<file path="config.mk">
export PLATFORM = sky130hd
export DESIGN_NAME = nested_block_token_parser
export DESIGN_NICKNAME = d
export VERILOG_FILES = /design/src/sv/nbtp_pkg.sv /design/src/sv/nbtp_decode.sv /design/src/sv/nbtp_res_queue.sv /design/src/sv/nested_block_token_parser.sv
export SDC_FILE = /design/constraint.sdc
export NUM_CORES = 1
export LEC_CHECK = 0
export BUFFER_PORTS_ARGS = -buffer_cell sky130_fd_sc_hd__buf_2
export CORE_MARGIN = 2
export CORE_UTILIZATION = 45
export DETAILED_ROUTE_END_ITERATION = 8
export HOLD_SLACK_MARGIN = 0.1
export PLACE_DENSITY = 0.61
export SETUP_SLACK_MARGIN = 0.5
export SYNTH_ARGS = -nofsm -noshare
export SYNTH_HDL_FRONTEND = slang
export SYNTH_HIERARCHICAL = 1
export SYNTH_SLANG_ARGS = --single-unit
</file>
<file path="constraint.sdc">
create_clock -name clk -period 9.1 [get_ports clk]
set_input_delay 1.82 -clock clk [delete_from_list [all_inputs] [get_ports clk]]
set_output_delay 1.82 -clock clk [all_outputs]
set_load 0.05 [all_outputs]
</file>
<file path="src/sv/nbtp_pkg.sv">
// Shared types, codes and constants of the nested block token parser.
package nbtp_pkg;

    // Field widths and limits
    localparam int ID_BITS    = 16;
    localparam int DEPTH_BITS = 8;
    localparam int ARGS_BITS  = 4;
    localparam int MAX_DEPTH  = 255;
    localparam int MAX_ARGS   = 15;

    // Result queue geometry
    localparam int Q_DEPTH     = 4;
    localparam int Q_PTR_BITS  = $clog2(Q_DEPTH);
    localparam int Q_CNT_BITS  = $clog2(Q_DEPTH + 1);

    // Token kinds
    localparam logic [2:0] K_EOI     = 3'd0;
    localparam logic [2:0] K_BARE    = 3'd1;
    localparam logic [2:0] K_QUOTED  = 3'd2;
    localparam logic [2:0] K_COMMENT = 3'd3;
    localparam logic [2:0] K_CODE    = 3'd4;
    localparam logic [2:0] K_LIT     = 3'd5;
    localparam logic [2:0] K_OTHER   = 3'd6;
    localparam logic [2:0] K_RESTART = 3'd7;

    // Result actions
    localparam logic [2:0] A_COMMAND   = 3'd0;
    localparam logic [2:0] A_COMMENT   = 3'd1;
    localparam logic [2:0] A_CODE      = 3'd2;
    localparam logic [2:0] A_BLOCK     = 3'd3;
    localparam logic [2:0] A_BLOCK_END = 3'd4;
    localparam logic [2:0] A_END       = 3'd5;
    localparam logic [2:0] A_ARG       = 3'd6;
    localparam logic [2:0] A_ERROR     = 3'd7;

    // Error codes
    localparam logic [2:0] E_END_OPEN   = 3'd0;
    localparam logic [2:0] E_CLOSE_NONE = 3'd1;
    localparam logic [2:0] E_BAD_LIT    = 3'd2;
    localparam logic [2:0] E_BAD_KIND   = 3'd3;
    localparam logic [2:0] E_TOO_DEEP   = 3'd4;
    localparam logic [2:0] E_TOO_MANY   = 3'd5;

    // Literal characters
    localparam logic [7:0] CH_LBRACE = 8'h7B;
    localparam logic [7:0] CH_RBRACE = 8'h7D;
    localparam logic [7:0] CH_LPAREN = 8'h28;
    localparam logic [7:0] CH_RPAREN = 8'h29;
    localparam logic [7:0] CH_COMMA  = 8'h2C;

    // Grammar state, one-hot
    typedef enum logic [5:0] {
        ST_TOP     = 6'b000001,
        ST_NAME    = 6'b000010,
        ST_ARG     = 6'b000100,
        ST_ARGCONT = 6'b001000,
        ST_TAIL    = 6'b010000,
        ST_HALT    = 6'b100000
    } gstate_t;

    typedef struct packed {
        logic [2:0]         kind;
        logic [7:0]         lit_char;
        logic [ID_BITS-1:0] token_id;
    } tok_beat_t;

    typedef struct packed {
        logic [2:0]            action;
        logic [ID_BITS-1:0]    name_id;
        logic [ID_BITS-1:0]    token_ref;
        logic [ARGS_BITS-1:0]  arg_count;
        logic                  has_body;
        logic [2:0]            error_code;
        logic [DEPTH_BITS-1:0] nesting;
        logic                  last;
    } res_beat_t;

    typedef struct packed {
        gstate_t               gstate;
        logic [DEPTH_BITS-1:0] depth;
        logic [ID_BITS-1:0]    held;
        logic [ARGS_BITS-1:0]  args;
    } parse_state_t;

    // Decoder to queue: what one token pushes
    typedef struct packed {
        logic [1:0] count;
        res_beat_t  res0;
        res_beat_t  res1;
    } push_t;

endpackage

</file>
<file path="src/sv/nbtp_decode.sv">
// Combinational grammar step: next parser state and up to two results per token.
module nbtp_decode (
    input  nbtp_pkg::parse_state_t cur,
    input  nbtp_pkg::tok_beat_t    beat,
    output nbtp_pkg::parse_state_t nxt,
    output nbtp_pkg::push_t        push
);
    import nbtp_pkg::*;

    typedef struct packed {
        logic         hit;
        res_beat_t    res;
        parse_state_t st;
    } top_step_t;

    function automatic res_beat_t mk_res(input logic [2:0] action,
                                         input logic [ID_BITS-1:0] name,
                                         input logic [ID_BITS-1:0] ref_id,
                                         input logic [ARGS_BITS-1:0] cnt,
                                         input logic body,
                                         input logic [2:0] err,
                                         input logic [DEPTH_BITS-1:0] nest);
        res_beat_t r;
        r.action     = action;
        r.name_id    = name;
        r.token_ref  = ref_id;
        r.arg_count  = cnt;
        r.has_body   = body;
        r.error_code = err;
        r.nesting    = nest;
        r.last       = 1'b0;
        return r;
    endfunction

    // Handling of one token in the top-level state
    function automatic top_step_t top_level(input parse_state_t s, input tok_beat_t b);
        top_step_t t;
        t.hit = 1'b1;
        t.st  = s;
        t.st.gstate = ST_TOP;
        t.res = '0;
        case (b.kind)
            K_EOI:
            begin
                if (s.depth != '0)
                begin
                    t.st.gstate = ST_HALT;
                    t.res = mk_res(A_ERROR, '0, b.token_id, '0, 1'b0, E_END_OPEN, s.depth);
                end
                else
                begin
                    t.res = mk_res(A_END, '0, '0, '0, 1'b0, '0, s.depth);
                end
            end
            K_BARE:
            begin
                t.hit = 1'b0;
                t.st.held = b.token_id;
                t.st.gstate = ST_NAME;
            end
            K_COMMENT:
            begin
                t.res = mk_res(A_COMMENT, '0, b.token_id, '0, 1'b0, '0, s.depth);
            end
            K_CODE:
            begin
                t.res = mk_res(A_CODE, '0, b.token_id, '0, 1'b0, '0, s.depth);
            end
            K_LIT:
            begin
                if (b.lit_char != CH_RBRACE)
                begin
                    t.st.gstate = ST_HALT;
                    t.res = mk_res(A_ERROR, '0, b.token_id, '0, 1'b0, E_BAD_LIT, s.depth);
                end
                else if (s.depth == '0)
                begin
                    t.st.gstate = ST_HALT;
                    t.res = mk_res(A_ERROR, '0, b.token_id, '0, 1'b0, E_CLOSE_NONE, s.depth);
                end
                else
                begin
                    t.st.depth = s.depth - 1'b1;
                    t.res = mk_res(A_BLOCK_END, '0, '0, '0, 1'b0, '0, t.st.depth);
                end
            end
            default:
            begin
                t.st.gstate = ST_HALT;
                t.res = mk_res(A_ERROR, '0, b.token_id, '0, 1'b0, E_BAD_KIND, s.depth);
            end
        endcase
        return t;
    endfunction

    top_step_t             top_t;
    top_step_t             tail_t;
    parse_state_t          tail_s;
    logic                  is_word;
    logic                  is_lit;
    logic [ID_BITS-1:0]    tok;
    logic [DEPTH_BITS-1:0] dep;
    res_beat_t             r0;
    res_beat_t             r1;
    logic [1:0]            n;

    assign is_word = (beat.kind == K_BARE) || (beat.kind == K_QUOTED);
    assign is_lit  = (beat.kind == K_LIT);
    assign tok     = beat.token_id;
    assign dep     = cur.depth;

    // Header without body: state after emitting the block, fed to top level
    always_comb
    begin
        tail_s        = cur;
        tail_s.gstate = ST_TOP;
        tail_s.held   = '0;
        tail_s.args   = '0;
    end

    assign top_t  = top_level(cur, beat);
    assign tail_t = top_level(tail_s, beat);

    // Grammar step
    always_comb
    begin
        nxt = cur;
        r0  = '0;
        r1  = '0;
        n   = 2'd0;
        if (beat.kind == K_RESTART)
        begin
            nxt.gstate = ST_TOP;
            nxt.depth  = '0;
            nxt.held   = '0;
            nxt.args   = '0;
        end
        else
        begin
            case (cur.gstate)
                ST_TOP:
                begin
                    nxt = top_t.st;
                    r0  = top_t.res;
                    n   = {1'b0, top_t.hit};
                end
                ST_NAME:
                begin
                    n = 2'd1;
                    if (is_word)
                    begin
                        r0 = mk_res(A_COMMAND, cur.held, tok, '0, 1'b0, '0, dep);
                        nxt.held   = '0;
                        nxt.gstate = ST_TOP;
                    end
                    else if (is_lit && beat.lit_char == CH_LPAREN)
                    begin
                        n = 2'd0;
                        nxt.args   = '0;
                        nxt.gstate = ST_ARG;
                    end
                    else
                    begin
                        nxt.gstate = ST_HALT;
                        r0 = mk_res(A_ERROR, '0, tok, '0, 1'b0,
                                    is_lit ? E_BAD_LIT : E_BAD_KIND, dep);
                    end
                end
                ST_ARG:
                begin
                    n = 2'd1;
                    if (is_word)
                    begin
                        if (cur.args >= ARGS_BITS'(MAX_ARGS))
                        begin
                            nxt.gstate = ST_HALT;
                            r0 = mk_res(A_ERROR, '0, tok, '0, 1'b0, E_TOO_MANY, dep);
                        end
                        else
                        begin
                            nxt.args   = cur.args + 1'b1;
                            nxt.gstate = ST_ARGCONT;
                            r0 = mk_res(A_ARG, cur.held, tok, '0, 1'b0, '0, dep);
                        end
                    end
                    else if (is_lit && beat.lit_char == CH_RPAREN)
                    begin
                        n = 2'd0;
                        nxt.gstate = ST_TAIL;
                    end
                    else
                    begin
                        nxt.gstate = ST_HALT;
                        r0 = mk_res(A_ERROR, '0, tok, '0, 1'b0,
                                    is_lit ? E_BAD_LIT : E_BAD_KIND, dep);
                    end
                end
                ST_ARGCONT:
                begin
                    if (is_lit && beat.lit_char == CH_COMMA)
                    begin
                        nxt.gstate = ST_ARG;
                    end
                    else if (is_lit && beat.lit_char == CH_RPAREN)
                    begin
                        nxt.gstate = ST_TAIL;
                    end
                    else
                    begin
                        n = 2'd1;
                        nxt.gstate = ST_HALT;
                        r0 = mk_res(A_ERROR, '0, tok, '0, 1'b0,
                                    is_lit ? E_BAD_LIT : E_BAD_KIND, dep);
                    end
                end
                ST_TAIL:
                begin
                    n = 2'd1;
                    if (is_lit && beat.lit_char == CH_LBRACE)
                    begin
                        if (dep >= DEPTH_BITS'(MAX_DEPTH))
                        begin
                            nxt.gstate = ST_HALT;
                            r0 = mk_res(A_ERROR, '0, tok, '0, 1'b0, E_TOO_DEEP, dep);
                        end
                        else
                        begin
                            nxt.depth  = dep + 1'b1;
                            nxt.gstate = ST_TOP;
                            nxt.held   = '0;
                            nxt.args   = '0;
                            r0 = mk_res(A_BLOCK, cur.held, '0, cur.args, 1'b1, '0,
                                        dep + 1'b1);
                        end
                    end
                    else
                    begin
                        // Block without body, then the token is handled at top level
                        r0  = mk_res(A_BLOCK, cur.held, '0, cur.args, 1'b0, '0, dep);
                        r1  = tail_t.res;
                        nxt = tail_t.st;
                        n   = tail_t.hit ? 2'd2 : 2'd1;
                    end
                end
                default:
                begin
                    // Halted: ignore everything but restart
                    n = 2'd0;
                end
            endcase
        end
        // Mark the final result of this token
        if (n == 2'd1)
        begin
            r0.last = 1'b1;
        end
        if (n == 2'd2)
        begin
            r1.last = 1'b1;
        end
    end

    assign push.count = n;
    assign push.res0  = r0;
    assign push.res1  = r1;

endmodule

</file>
<file path="src/sv/nbtp_res_queue.sv">
// Small result queue: takes up to two result beats a cycle, delivers one unless stalled.
module nbtp_res_queue (
    input  logic                clk,
    input  logic                rst_n,
    input  nbtp_pkg::push_t     push,
    output logic                room,
    output logic                res_valid,
    input  logic                res_stall,
    output nbtp_pkg::res_beat_t res
);
    import nbtp_pkg::*;

    res_beat_t             entry_reg [Q_DEPTH];
    logic [Q_PTR_BITS-1:0] wr_ptr_reg;
    logic [Q_PTR_BITS-1:0] wr_ptr_next;
    logic [Q_PTR_BITS-1:0] rd_ptr_reg;
    logic [Q_PTR_BITS-1:0] rd_ptr_next;
    logic [Q_CNT_BITS-1:0] count_reg;
    logic [Q_CNT_BITS-1:0] count_next;
    logic                  pop;
    logic [Q_PTR_BITS-1:0] wr_ptr_p1;

    assign res_valid = (count_reg != '0);
    assign res       = entry_reg[rd_ptr_reg];
    assign pop       = res_valid && !res_stall;
    // Room for a worst-case token of two results
    assign room      = (count_reg <= Q_CNT_BITS'(Q_DEPTH - 2));
    assign wr_ptr_p1 = wr_ptr_reg + 1'b1;

    // Pointer and fill bookkeeping
    always_comb
    begin
        wr_ptr_next = wr_ptr_reg + Q_PTR_BITS'(push.count);
        rd_ptr_next = rd_ptr_reg + Q_PTR_BITS'(pop);
        count_next  = count_reg + Q_CNT_BITS'(push.count) - Q_CNT_BITS'(pop);
    end

    always_ff @(posedge clk or negedge rst_n)
    begin
        if (!rst_n)
        begin
            wr_ptr_reg <= '0;
            rd_ptr_reg <= '0;
            count_reg  <= '0;
        end
        else
        begin
            wr_ptr_reg <= wr_ptr_next;
            rd_ptr_reg <= rd_ptr_next;
            count_reg  <= count_next;
        end
    end

    // Entry storage
    always_ff @(posedge clk)
    begin
        if (push.count != 2'd0)
        begin
            entry_reg[wr_ptr_reg] <= push.res0;
        end
        if (push.count == 2'd2)
        begin
            entry_reg[wr_ptr_p1] <= push.res1;
        end
    end

    a_no_overflow: assert property (@(posedge clk) disable iff (!rst_n)
        count_reg <= Q_CNT_BITS'(Q_DEPTH))
        else $error("result queue overfilled");

    a_push_needs_room: assert property (@(posedge clk) disable iff (!rst_n)
        (push.count != 2'd0) |-> room)
        else $error("results pushed without room");

endmodule

</file>
<file path="src/sv/nested_block_token_parser.sv">
// Top level of the nested block token parser: token register, parser state, result queue.
//
// Usage:
//   Token channel (tok_valid, tok_stall, tok): one lexer token per beat. A beat is
//   taken at a rising edge with tok_valid high and tok_stall low.
//   Result channel (res_valid, res_stall, res): parser actions, one per beat; the
//   final action caused by a token carries last = 1. Tokens that only move the
//   grammar (a name, '(' ')' ',', restart, anything while halted) give no beat.
//   A token is registered in the token register, parsed from there and written
//   into the result queue, whose head entry is offered as the result beat.
//   Throughput: one token per cycle while tokens give at most one result each and
//   the receiver does not stall; a token that closes a bodiless block header gives
//   two results, which the output side delivers one per beat. The four-entry
//   result queue sets this.
//   Reset clears the grammar to top level, depth, held name and argument count to
//   zero and empties both the token register and the result queue.
//   When the receiver stalls, results wait in the queue; once it cannot hold two
//   more, the token register holds and tok_stall rises until space frees up.
//   After an error the parser ignores tokens until a restart token.
module nested_block_token_parser (
    input  logic                clk,
    input  logic                rst_n,
    input  logic                tok_valid,
    output logic                tok_stall,
    input  nbtp_pkg::tok_beat_t tok,
    output logic                res_valid,
    input  logic                res_stall,
    output nbtp_pkg::res_beat_t res
);
    import nbtp_pkg::*;

    tok_beat_t    tok_reg;
    logic         tok_full_reg;
    logic         tok_full_next;
    parse_state_t st_reg;
    parse_state_t st_next;
    parse_state_t dec_next;
    push_t        dec_push;
    push_t        push;
    logic         room;
    logic         advance;
    logic         take;

    // Token register handshake
    assign advance   = tok_full_reg && room;
    assign tok_stall = tok_full_reg && !room;
    assign take      = tok_valid && !tok_stall;

    always_comb
    begin
        tok_full_next = tok_full_reg;
        if (take)
        begin
            tok_full_next = 1'b1;
        end
        else if (advance)
        begin
            tok_full_next = 1'b0;
        end
    end

    always_ff @(posedge clk or negedge rst_n)
    begin
        if (!rst_n)
        begin
            tok_full_reg <= 1'b0;
        end
        else
        begin
            tok_full_reg <= tok_full_next;
        end
    end

    always_ff @(posedge clk)
    begin
        if (take)
        begin
            tok_reg <= tok;
        end
    end

    // Grammar step
    nbtp_decode u_decode (
        .cur  (st_reg),
        .beat (tok_reg),
        .nxt  (dec_next),
        .push (dec_push)
    );

    always_comb
    begin
        st_next = advance ? dec_next : st_reg;
        push    = dec_push;
        if (!advance)
        begin
            push.count = 2'd0;
        end
    end

    always_ff @(posedge clk or negedge rst_n)
    begin
        if (!rst_n)
        begin
            st_reg.gstate <= ST_TOP;
            st_reg.depth  <= '0;
            st_reg.held   <= '0;
            st_reg.args   <= '0;
        end
        else
        begin
            st_reg <= st_next;
        end
    end

    // Result queue
    nbtp_res_queue u_queue (
        .clk       (clk),
        .rst_n     (rst_n),
        .push      (push),
        .room      (room),
        .res_valid (res_valid),
        .res_stall (res_stall),
        .res       (res)
    );

    a_restart_clears: assert property (@(posedge clk) disable iff (!rst_n)
        (advance && tok_reg.kind == K_RESTART)
            |=> (st_reg.gstate == ST_TOP && st_reg.depth == '0))
        else $error("restart did not return parser to top level");

    a_halt_silent: assert property (@(posedge clk) disable iff (!rst_n)
        (st_reg.gstate == ST_HALT) |-> (push.count == 2'd0))
        else $error("halted parser produced a result");

endmodule

</file>
## After elaboration in Yosys (flattened, before gate mapping)

Memories as Yosys holds them, arrays and structs flattened.
Cells that the tools add are included.

| storage, ports and cells | value |
|---|---|
| memories | 1 |
| register bits | 69 |
| bits of input ports | 31 |
| bits in writable memories | 208 |
| output and inout port bits | 54 |
| logic and storage cells | 140 |

| operators by class | value |
|---|---|
| add/subtract/negate cells | 8 |
| muxes and demuxes | 64 |
| $lt $le $gt $ge | 3 |
| eq/ne operators | 26 |
| reductions and logical operators | 27 |

Memories:

| name | depth | bits a word | read ports | clocked after memory_dff | wr ports | RTL line | RTL |
|---|---|---|---|---|---|---|---|
| u_queue.entry_reg | 4 | 52 | 1 | 0 | 2 | nbtp_res_queue.sv:13 | `res_beat_t entry_reg [Q_DEPTH];` |

Operators by type and width:

| operator | number |
|---|---|
| $mux 52 | 11 |
| $pmux 52 s5 | 2 |
| $mux 51 | 2 |
| $mux 34 | 2 |
| $mux 58 | 1 |
| $mux 6 | 9 |
| $mux 50 | 1 |
| $mux 16 | 3 |
| $pmux 16 s3 | 1 |
| $pmux 6 s5 | 1 |
| $mux 28 | 1 |
| $eq 8x6->1 const B | 3 |
| $mux 8 | 3 |
| $pmux 6 s4 | 1 |
| $mux 4 | 4 |
| $pmux 8 s2 | 1 |
| $mux 1 | 13 |
| $mux 2 | 6 |
| $ne 3x1->1 const B | 4 |
| $pmux 4 s3 | 1 |
| $pmux 2 s5 | 1 |
| $eq 3x3->1 const B | 3 |
| $add 8x1->8 const B | 1 |
| $eq 8x7->1 const B | 1 |
| other kinds (38) | 52 |

## Longest topological paths before layout

Gate-level depths: netlist of run 1.

| depth | value |
|---|---|
| depth after elaboration | 10 |
| depth in mapped cells | 15 |
| depth with buffers taken out | 11 |

## Cells and area by module

Netlist of run 1, hierarchy kept.

By module, submodules not included:

| module | instances | area each (um^2) | cells each | seq. area each (um^2) |
|---|---|---|---|---|
| nbtp_res_queue | 1 | 10540.1 | 545 | 6421.2 |
| nbtp_decode | 1 | 3251.9 | 500 | 0.0 |
| nested_block_token_parser | 1 | 2264.7 | 106 | 1687.9 |

## Least setup slack after synthesis of run 1

No wires, ideal clock.

| path | value |
|---|---|
| path kind | register to register |
| from | register st_reg[29] (netlist name) |
| to | memory u_queue/entry_reg[0][0] (netlist name), enable pin |
| stages on the path, launching flop included | 10 |
| buffers on the path | 1 |
| data required time | 8.561 ns |
| library setup time | 0.539 ns |
| clock period less this slack | 6.583 ns |
| data arrival time | 6.044 ns |
| slack | 2.517 ns |
| cell sequence | dfrtp_1 > or4_1 > nor3b_1 > o31a_1 > buf_4 > nor4b_1 > nor2_1 > and3_1 > nor2_1 > o31ai_1 |

RTL lines:

| what | RTL line | RTL |
|---|---|---|
| from (decl) | nested_block_token_parser.sv:35 | `parse_state_t st_reg;` |
| from (signal assigned) | nested_block_token_parser.sv:111 | `st_reg <= st_next;` |
| to (decl) | nbtp_res_queue.sv:13 |  |

==> impl_metrics.toml, run 1 <==
[clock_tree]
cts_setup_buffers = 0
cts_tree = "done"
cts_buffers = 31
postCtsHoldBufs = 0
clock-sinks = 277
h-tree-depth = 1
root_buffer = "clkbuf_16"
clockBufferDepth = 3
insertion_delay_ns = 0.58
clk_pin_slew_ns = 0.06
cts_resized = 0

[power_and_ir_drop]
internal-power_mw = 2.95
p_switching_mw = 1.86
comb_power_share_pct = 39.5
power_density_nw_per_um2 = 274
seq_power_share_pct = 35.7
p_leak_nw = 6.41
p_sw_share_pct = 38.7
max-vdd-ir-drop_uv = 212
clkPwrFrac_pct = 24.8

[global_routing]
grt.total_usage_pct = 21.9
antenna_found_initial = 0
grt_pass1_vias = 10385
grt_pass1_wl_um = 61900
grt_max_degree = 54
grt_overflow = 0

[critical_path]
worstPathMaxFanout = 53
crit_chain = "nand2b_1 > or2_2 > o31a_1 > nor4b_1 > nor2_1 > and3_1 > nor2b_2 > and3b_2 > buf_4 > a21o_2 > buf_4"
cpMaxStageDelayCell = "edfxtp_1"
path_class = "reg2reg"
startpoint_type = "flop"
reg2reg_depth = 11
critPathArrivalTime_ns = 5.64
cpPeakStageDelay_ns = 0.67
end_kind = "flop"
cpMostUsedCell = "buf_4"
crit_required_ns = 9.31

[logic_synthesis]
ys.flop_type = "edfxtp_1"
avgSynthCellArea_um2 = 14.0
synth_area_leaders = "edfxtp_1, mux2_2, mux4_2"
synthAdderAreaFrac_pct = 0.592
ys_types = 88
synth_top_area_share_pct = 43.9
synth_top_area_cell = "edfxtp_1"
ys_ff_latch = 277
postSynthCellCount = 1151
synth_top_family_by_area = "multiplexers"
synth_compound_area_share_pct = 8.90
synth_area_um2 = 16100
synth_edf_count = 235
ys_seq_area_share_pct = 50.5
yosys_warnings = 6
async_flop_share_pct = 15.2
synth-simple-area-share_pct = 9.05
yosys-mux-area-fraction_pct = 25.7
synthXorXnorAreaFrac_pct = 0.545

[cells_and_area]
fin_nets = 1233
fin_util_pct = 49.8
final_cell_mix = "edfxtp_1, mux2_2, buf_2, mux4_2, mux2_4"
largest_reg_flops = 208
num_antenna_cells = 0
drive_above_1_share_pct = 38.6
register_area_um2 = 8110
layout_commonest_cell = "edfxtp_1"
fillers = 3030
multi_input_area_um2 = 7310
syn2layout_area_growth_pct = 9.41

[detailed_routing]
detail-route-antenna-nets = 0
drtIter0Drc = 962
drc_errors = 0
vias_per_cell = 6.11
first_pass_iters = 6
drt_wl_total_um = 40500
vias = 10261
wl_per_cell_um = 24.1

[timing]
hold_violations = 0
setup_viol = 0
finalWorstSetupSlack_ns = 3.66
tightestPinTransition_ns = 0.945
max_freq_mhz = 184
tns_ns = 0
clock_skew_ns = 0.00982
period_minus_slack_ns = 5.44
hold_ws_ns = 0.532
relSlewSlack_pct = 37.0
rsz0062_at_grt = "false"
period_share_pct = 59.7
slew_violations = 0

[run_status]
status = "finished, final reports clean"

[die]
row_count = 69
pin_count = 85
die_height_um = 193
die_w_um = 193
die_area_um2 = 37200
initial_core_util_pct = 45.5
core_um2 = 35300

[job]
cap_violations = 0

[placement]
gp_congestion = 0.933
dpl_worst_slack_ns = 3.71
placement.io_buffers = 84
hpwlAfterDp_um = 24600

[worst_hold_path]
worst_hold_path_type = "reg2reg"
whs_path_depth = 1
## critical path, delay by kind of cell, from the launching register on
family	cells	cell delay, ns
compound gates	2	0.72
buf+inv	2	1.26
simple gates	7	2.35
flops	1	0.67
## metrics by stage
step | cells | power (mW) | cell area, um^2
floorplan | 1172 | 3.20 | 16100
global placement | 1623 | 3.63 | 16600
detailed placement | 1623 | 3.64 | 16600
CTS | 1680 | 4.85 | 17600
global route | 1680 | 5.02 | 17600
finish | 1680 | 4.81 | 17600
## worst paths after layout
check	startpoint	slack, ns	endpoint
setup / recovery	tok_reg[24]	3.66	u_queue/entry_reg[2][32]
hold / removal	u_queue/count_reg[2]	0.53	u_queue/count_reg[2]
setup reg to reg	tok_reg[24]	3.66	u_queue/entry_reg[2][32]
hold reg to reg	u_queue/count_reg[2]	0.53	u_queue/count_reg[2]
max in group asynchronous	rst_n	7.26	u_queue/rd_ptr_reg[0]
min in group asynchronous	rst_n	1.34	st_reg[29]
## Yosys cell counts, drive strengths merged, types with 4 or more instances
library cell    n
dfrtp          41
clkbuf         35
ha              6
o32ai           6
a221oi          5
o21ai          30
a21oi          28
nor2b           6
nor2           50
mux4           52
nand3          13
nand2          29
and2           42
mux2          243
nand4          10
a211oi         11
inv            12
nor4b           4
xnor2           6
and3           11
a22oi           4
or4             4
o31ai           4
nor3           24
nor4           10
a32o           17
buf            77
a31oi          12
xor2            4
a21boi         16
o221ai          4
a21o            8
and3b           4
o31a            6
o211ai          5
o22ai           7
nand2b         11
edfxtp        235
or3            11
## area by class of cell
class / count / share of cell area (%)
Inverter: 12 / 0.256
Tap cell: 461 / 3.28
Multi-Input combinational cell: 771 / 41.6
Clock inverter: 18 / 0.862
Sequential cell: 277 / 46.2
Clock buffer: 39 / 4.64
Timing Repair Buffer: 102 / 3.16
## cell families (layout without fill, tap and decap cells)
family | after synthesis | in the layout
muxes | 298 | 298
DFF | 277 | 277
and+or+nand+nor | 246 | 246
AOI/OAI and AO/OA | 188 | 188
buffers and inverters | 124 | 171
xor gates and xnor gates | 10 | 10
adders and majority gates | 7 | 7
other | 1 | 22
## routing by layer
| layer | part of all wire [%] | up-vias | GRT usage [%] | routed length, um |
|---|---|---|---|---|
| li1 | - | 4598 | - | - |
| met3 | 5.4 | 82 | 2.56 | 2170 |
| met2 | 49 | 378 | 37.6 | 19700 |
| met1 | 43 | 5203 | 29.6 | 17400 |
| met5 | 0 | - | 0 | 0 |
| met4 | 2.8 | 0 | 5.86 | 1130 |
## power groups by stage
stage / Combinational [mW] / Clock (mW) / Sequential [mW]
6_report: 1.90 / 1.20 / 1.72
5_1_grt: 2.02 / 1.27 / 1.74
4_1_cts: 1.91 / 1.22 / 1.72
3_5_place_dp: 1.90 / 0 / 1.74
3_3_place_gp: 1.89 / 0 / 1.74
2_1_floorplan: 1.57 / 0 / 1.63
No activity file was read; power rests on OpenSTA's default activity.
==> inputs of run 2 (changes only) <==
PLACE_DENSITY = 0.63   (was 0.61)
clock period = 4.9 ns   (was 9.1 ns; I/O delays follow)
==> impl_metrics.toml, run 2 (synthesized netlist as in run 1, its figures left out) <==
[run_status]
status = "finished, final reports clean"

[cells_and_area]
drive_above_1_share_pct = 40.3
num_antenna_cells = 0
final_cell_mix = "edfxtp_1, mux2_2, buf_2, mux4_2, mux2_4"
stdcell_count = 1714
fin_nets = 1266
layout_commonest_cell = "edfxtp_1"
largest_reg_flops = 208
syn2layout_area_growth_pct = 11.9

[timing]
period_minus_slack_ns = 3.95
tightestPinTransition_ns = 1.01
tns_ns = 0
setup_viol = 0
max_freq_mhz = 253
relSlewSlack_pct = 32.1
period_share_pct = 80.6
rsz0062_at_grt = "false"
slew_violations = 0
clock_skew_ns = 0.0192
hold_violations = 0

[critical_path]
startpoint_type = "flop"
worstPathMaxFanout = 18
critPathArrivalTime_ns = 4.23
end_kind = "flop"
critPathLaunch = "tok_reg[25]"
r2r-start = "tok_reg[25]"
crit_required_ns = 5.18
path_class = "reg2reg"

[detailed_routing]
drt_wl_total_um = 40100
vias_per_cell = 5.95
drc_errors = 0
drtIter0Drc = 803
vias = 10192
first_pass_iters = 6
wl_per_cell_um = 23.4
detail-route-antenna-nets = 0

[global_routing]
grt_max_degree = 50
antenna_found_initial = 2
grt_overflow = 0
grt_pass1_vias = 10185
grt.total_usage_pct = 21.9
grt_pass1_wl_um = 61700

[clock_tree]
cts_buffers = 34
cts_setup_buffers = 0
clock-sinks = 277
root_buffer = "clkbuf_16"
clk_pin_slew_ns = 0.06
clockBufferDepth = 3
postCtsHoldBufs = 0
cts_resized = 0
insertion_delay_ns = 0.53
cts_tree = "done"
h-tree-depth = 2

[die]
die_area_um2 = 37200
die_height_um = 193
initial_core_util_pct = 45.5
core_um2 = 35300
row_count = 69
die_w_um = 193
pin_count = 85

[placement]
placed_cells = 1648
placement.io_buffers = 84
hpwlAfterDp_um = 26200
gp_congestion = 0.982

[power_and_ir_drop]
max-vdd-ir-drop_uv = 337
power_density_nw_per_um2 = 511
p_leak_nw = 6.63

[worst_hold_path]
worst_hold_path_type = "in2async"

[job]
cap_violations = 0
## run 2: worst max-delay path: stages, from the launching register on
cell	delay [ns]
edfxtp_1	0.35
buf_4	0.20
nand2b_1	0.16
or2_2	0.33
o31a_1	0.31
buf_4	0.18
nor4b_1	0.40
nor2_1	0.13
and3_1	0.31
nor2b_2	0.21
and3b_2	0.44
buf_4	0.31
mux2_2	0.36
## run 2: where the power goes
part / internal [mW] / total, mW / switching [mW] / leakage [nW]
logic: 1.35 / 3.48 / 2.13 / 3.43
registers: 2.88 / 3.26 / 0.375 / 2.67
clock network: 1.45 / 2.45 / 0.999 / 0.529
## run 2: final cells by class
type	instances	area, um^2
clock buffer	41	877
clock inverter	20	213
fill	2994	17300
inverter	12	45.0
multi-input combinational	771	7310
sequential	277	8110
tap	461	577
timing repair buffer	132	831
## run 2: path summary, 6_finish.rpt
path                       slack, ns                       end  cells past startpoint
setup reg to reg                0.95  u_queue/entry_reg[2][21]                     12
hold / removal                  0.38                st_reg[26]                      1
max in group asynchronous       3.71     u_queue/rd_ptr_reg[0]                      2
hold reg to reg                 0.53      u_queue/count_reg[2]                      1
min in group clk                0.53      u_queue/count_reg[2]                      1
setup / recovery                0.95  u_queue/entry_reg[2][21]                     12
## run 2: through the flow
step	hold slack, ns	worst slack, ns	utilization, %	cell area [um^2]	power (mW)
final	0.382	0.949	50.9	18000	9.19
after CTS	0.381	0.722	50.8	17900	9.25
after floorplan	0.476	0.515	-	16200	5.95
after global placement	0.512	0.850	47.7	16800	6.75
after global routing	0.401	0.705	50.9	18000	9.62
after detailed placement	0.520	0.760	47.7	16800	6.78
## run 2: per-layer routing
metal	GRT usage (%)	vias to the layer above	routed length (um)
met4	5.33	0	904
met2	37.3	364	19700
li1	-	4662	-
met1	30.0	5098	17500
met5	0	-	0
met3	2.69	68	1990
==> inputs of run 3 (changes only) <==
clock period = 3.3 ns   (was 4.9 ns; I/O delays follow)
==> impl_metrics.toml, run 3 (synthesized netlist as in run 1, its figures left out) <==
[timing]
setup_viol = 0
hold_violations = 0
slew_violations = 0
max_freq_mhz = 316
period_share_pct = 95.8
clock_skew_ns = 0.0262
rsz0062_at_grt = "true"
period_minus_slack_ns = 3.16
relSlewSlack_pct = 42.8
tightestPinTransition_ns = 0.858
hold_ws_ns = 0.197
tns_ns = 0

[critical_path]
path_class = "reg2reg"
critPathLaunch = "tok_reg[17]"
startpoint_type = "flop"
end_kind = "flop"
crit_required_ns = 3.62
critPathArrivalTime_ns = 3.48
worstPathMaxFanout = 7
r2r-start = "tok_reg[17]"

[cells_and_area]
fin_nets = 1391
drive_above_1_share_pct = 48.0
postLayoutCellArea_um2 = 20700
syn2layout_area_growth_pct = 28.8
fin_util_pct = 58.6
largest_reg_flops = 208
layout_commonest_cell = "edfxtp_1"
fillers = 2708
num_antenna_cells = 0
final_cell_mix = "edfxtp_1, mux2_4, mux2_2, buf_4, mux4_2"

[global_routing]
grt_pass1_vias = 10771
use_met2_pct = 40.7
grt_util_met1_pct = 32.0
antenna_found_initial = 0
grt_max_degree = 54
grt.total_usage_pct = 23.5
grt_busiest_layer = "met2"
use_met3_pct = 2.18
grt_pass1_wl_um = 65800
grt_overflow = 0

[die]
die_height_um = 193
die_area_um2 = 37200
row_count = 69
core_um2 = 35300
die_w_um = 193
pin_count = 85
initial_core_util_pct = 45.5

[power_and_ir_drop]
p_leak_nw = 7.82
power_density_nw_per_um2 = 729
max-vdd-ir-drop_uv = 492
finalPower_mw = 15.1

[detailed_routing]
first_pass_iters = 6
drt_wl_total_um = 45900
detail-route-antenna-nets = 0
wl_per_cell_um = 25.0
drtIter0Drc = 1160
drc_errors = 0
vias = 11050
vias_per_cell = 6.01

[clock_tree]
h-tree-depth = 1
clock-sinks = 277
root_buffer = "clkbuf_16"
postCtsHoldBufs = 0
cts_tree = "done"
cts_buffers = 31
insertion_delay_ns = 0.59
clk_pin_slew_ns = 0.06
clockBufferDepth = 3

[worst_hold_path]
worst_hold_path_type = "in2async"

[run_status]
status = "finished, final reports clean"

[job]
cap_violations = 0

[placement]
placed_area_um2 = 17500
hpwlAfterDp_um = 26800
gp_congestion = 0.935
placement.io_buffers = 84
-- run 3: changes by cell type in the layout (fill, tap and decap cells not counted), sizes merged --
cell	before	now
bufbuf	0	3
bufinv	3	5
buf	132	243
inv	14	13
clkbuf	41	60
clkinv	14	5
-- run 3: worst max-delay path, cell delays in order (launching register included) --
cell and delay [ns]:
edfxtp_1 0.38, and4bb_2 0.36, nand4_1 0.18, o2bb2ai_2 0.20, nor4b_2 0.27, buf_4 0.18, nor2_4 0.04, and3_4 0.21
nor2b_4 0.14, and3b_2 0.28, buf_6 0.15, clkbuf_16 0.18, mux2_2 0.34
-- run 3: repair_timing --
action	in CTS	in global routing
endpoints found under the setup margin	470	479
endpoints found under the hold margin	0	0
cloned	17	16
pin swaps	9	1
buffers inserted	30	13
gates resized for setup	100	159
-- run 3: layout make-up --
type                       instances  area (um^2)  share of cell area [%]
sequential                       277         8120                    39.2
clock buffer                      46          882                    4.26
tap                              461          577                    2.79
timing repair buffer             260         3120                    15.1
inverter                          12         45.0                   0.218
clock inverter                    12          201                   0.974
multi-input combinational        771         7750                    37.5
-- run 3: stage by stage --
stage                     setup slack, ns  std cells
after floorplan                    -0.482       1172
after global placement             0.0737       1705
after detailed placement           0.0117       1705
after CTS                           0.197       1810
after global routing               0.0720       1839
final                               0.138       1839
-- run 3: worst paths after layout --
kind	end	slack [ns]	cells past startpoint
setup / recovery	u_queue/entry_reg[3][13]	0.14	12
hold reg to reg	st_reg[15]	0.53	1
max in group asynchronous	st_reg[14]	2.39	2
min in group clk	tok_reg[7]	0.25	1
hold / removal	st_reg[5]	0.20	1
setup reg to reg	u_queue/entry_reg[3][13]	0.14	12
-- run 3: per-layer routing --
layer  vias to the layer above  part of all wire [%]
met1                      5648                    43
met5                         -                     0
met3                        69                   5.1
met4                         0                   2.2
met2                       395                    50
li1                       4938                     -
-- run 3: report_power, final --
part           internal, mW  total [mW]  leakage [nW]  switching, mW
clock                  2.24        3.66         0.528           1.42
sequential             4.29        4.56          2.67          0.277
combinational          3.05        6.85          4.62           3.80
total                  9.57        15.1          7.82           5.50
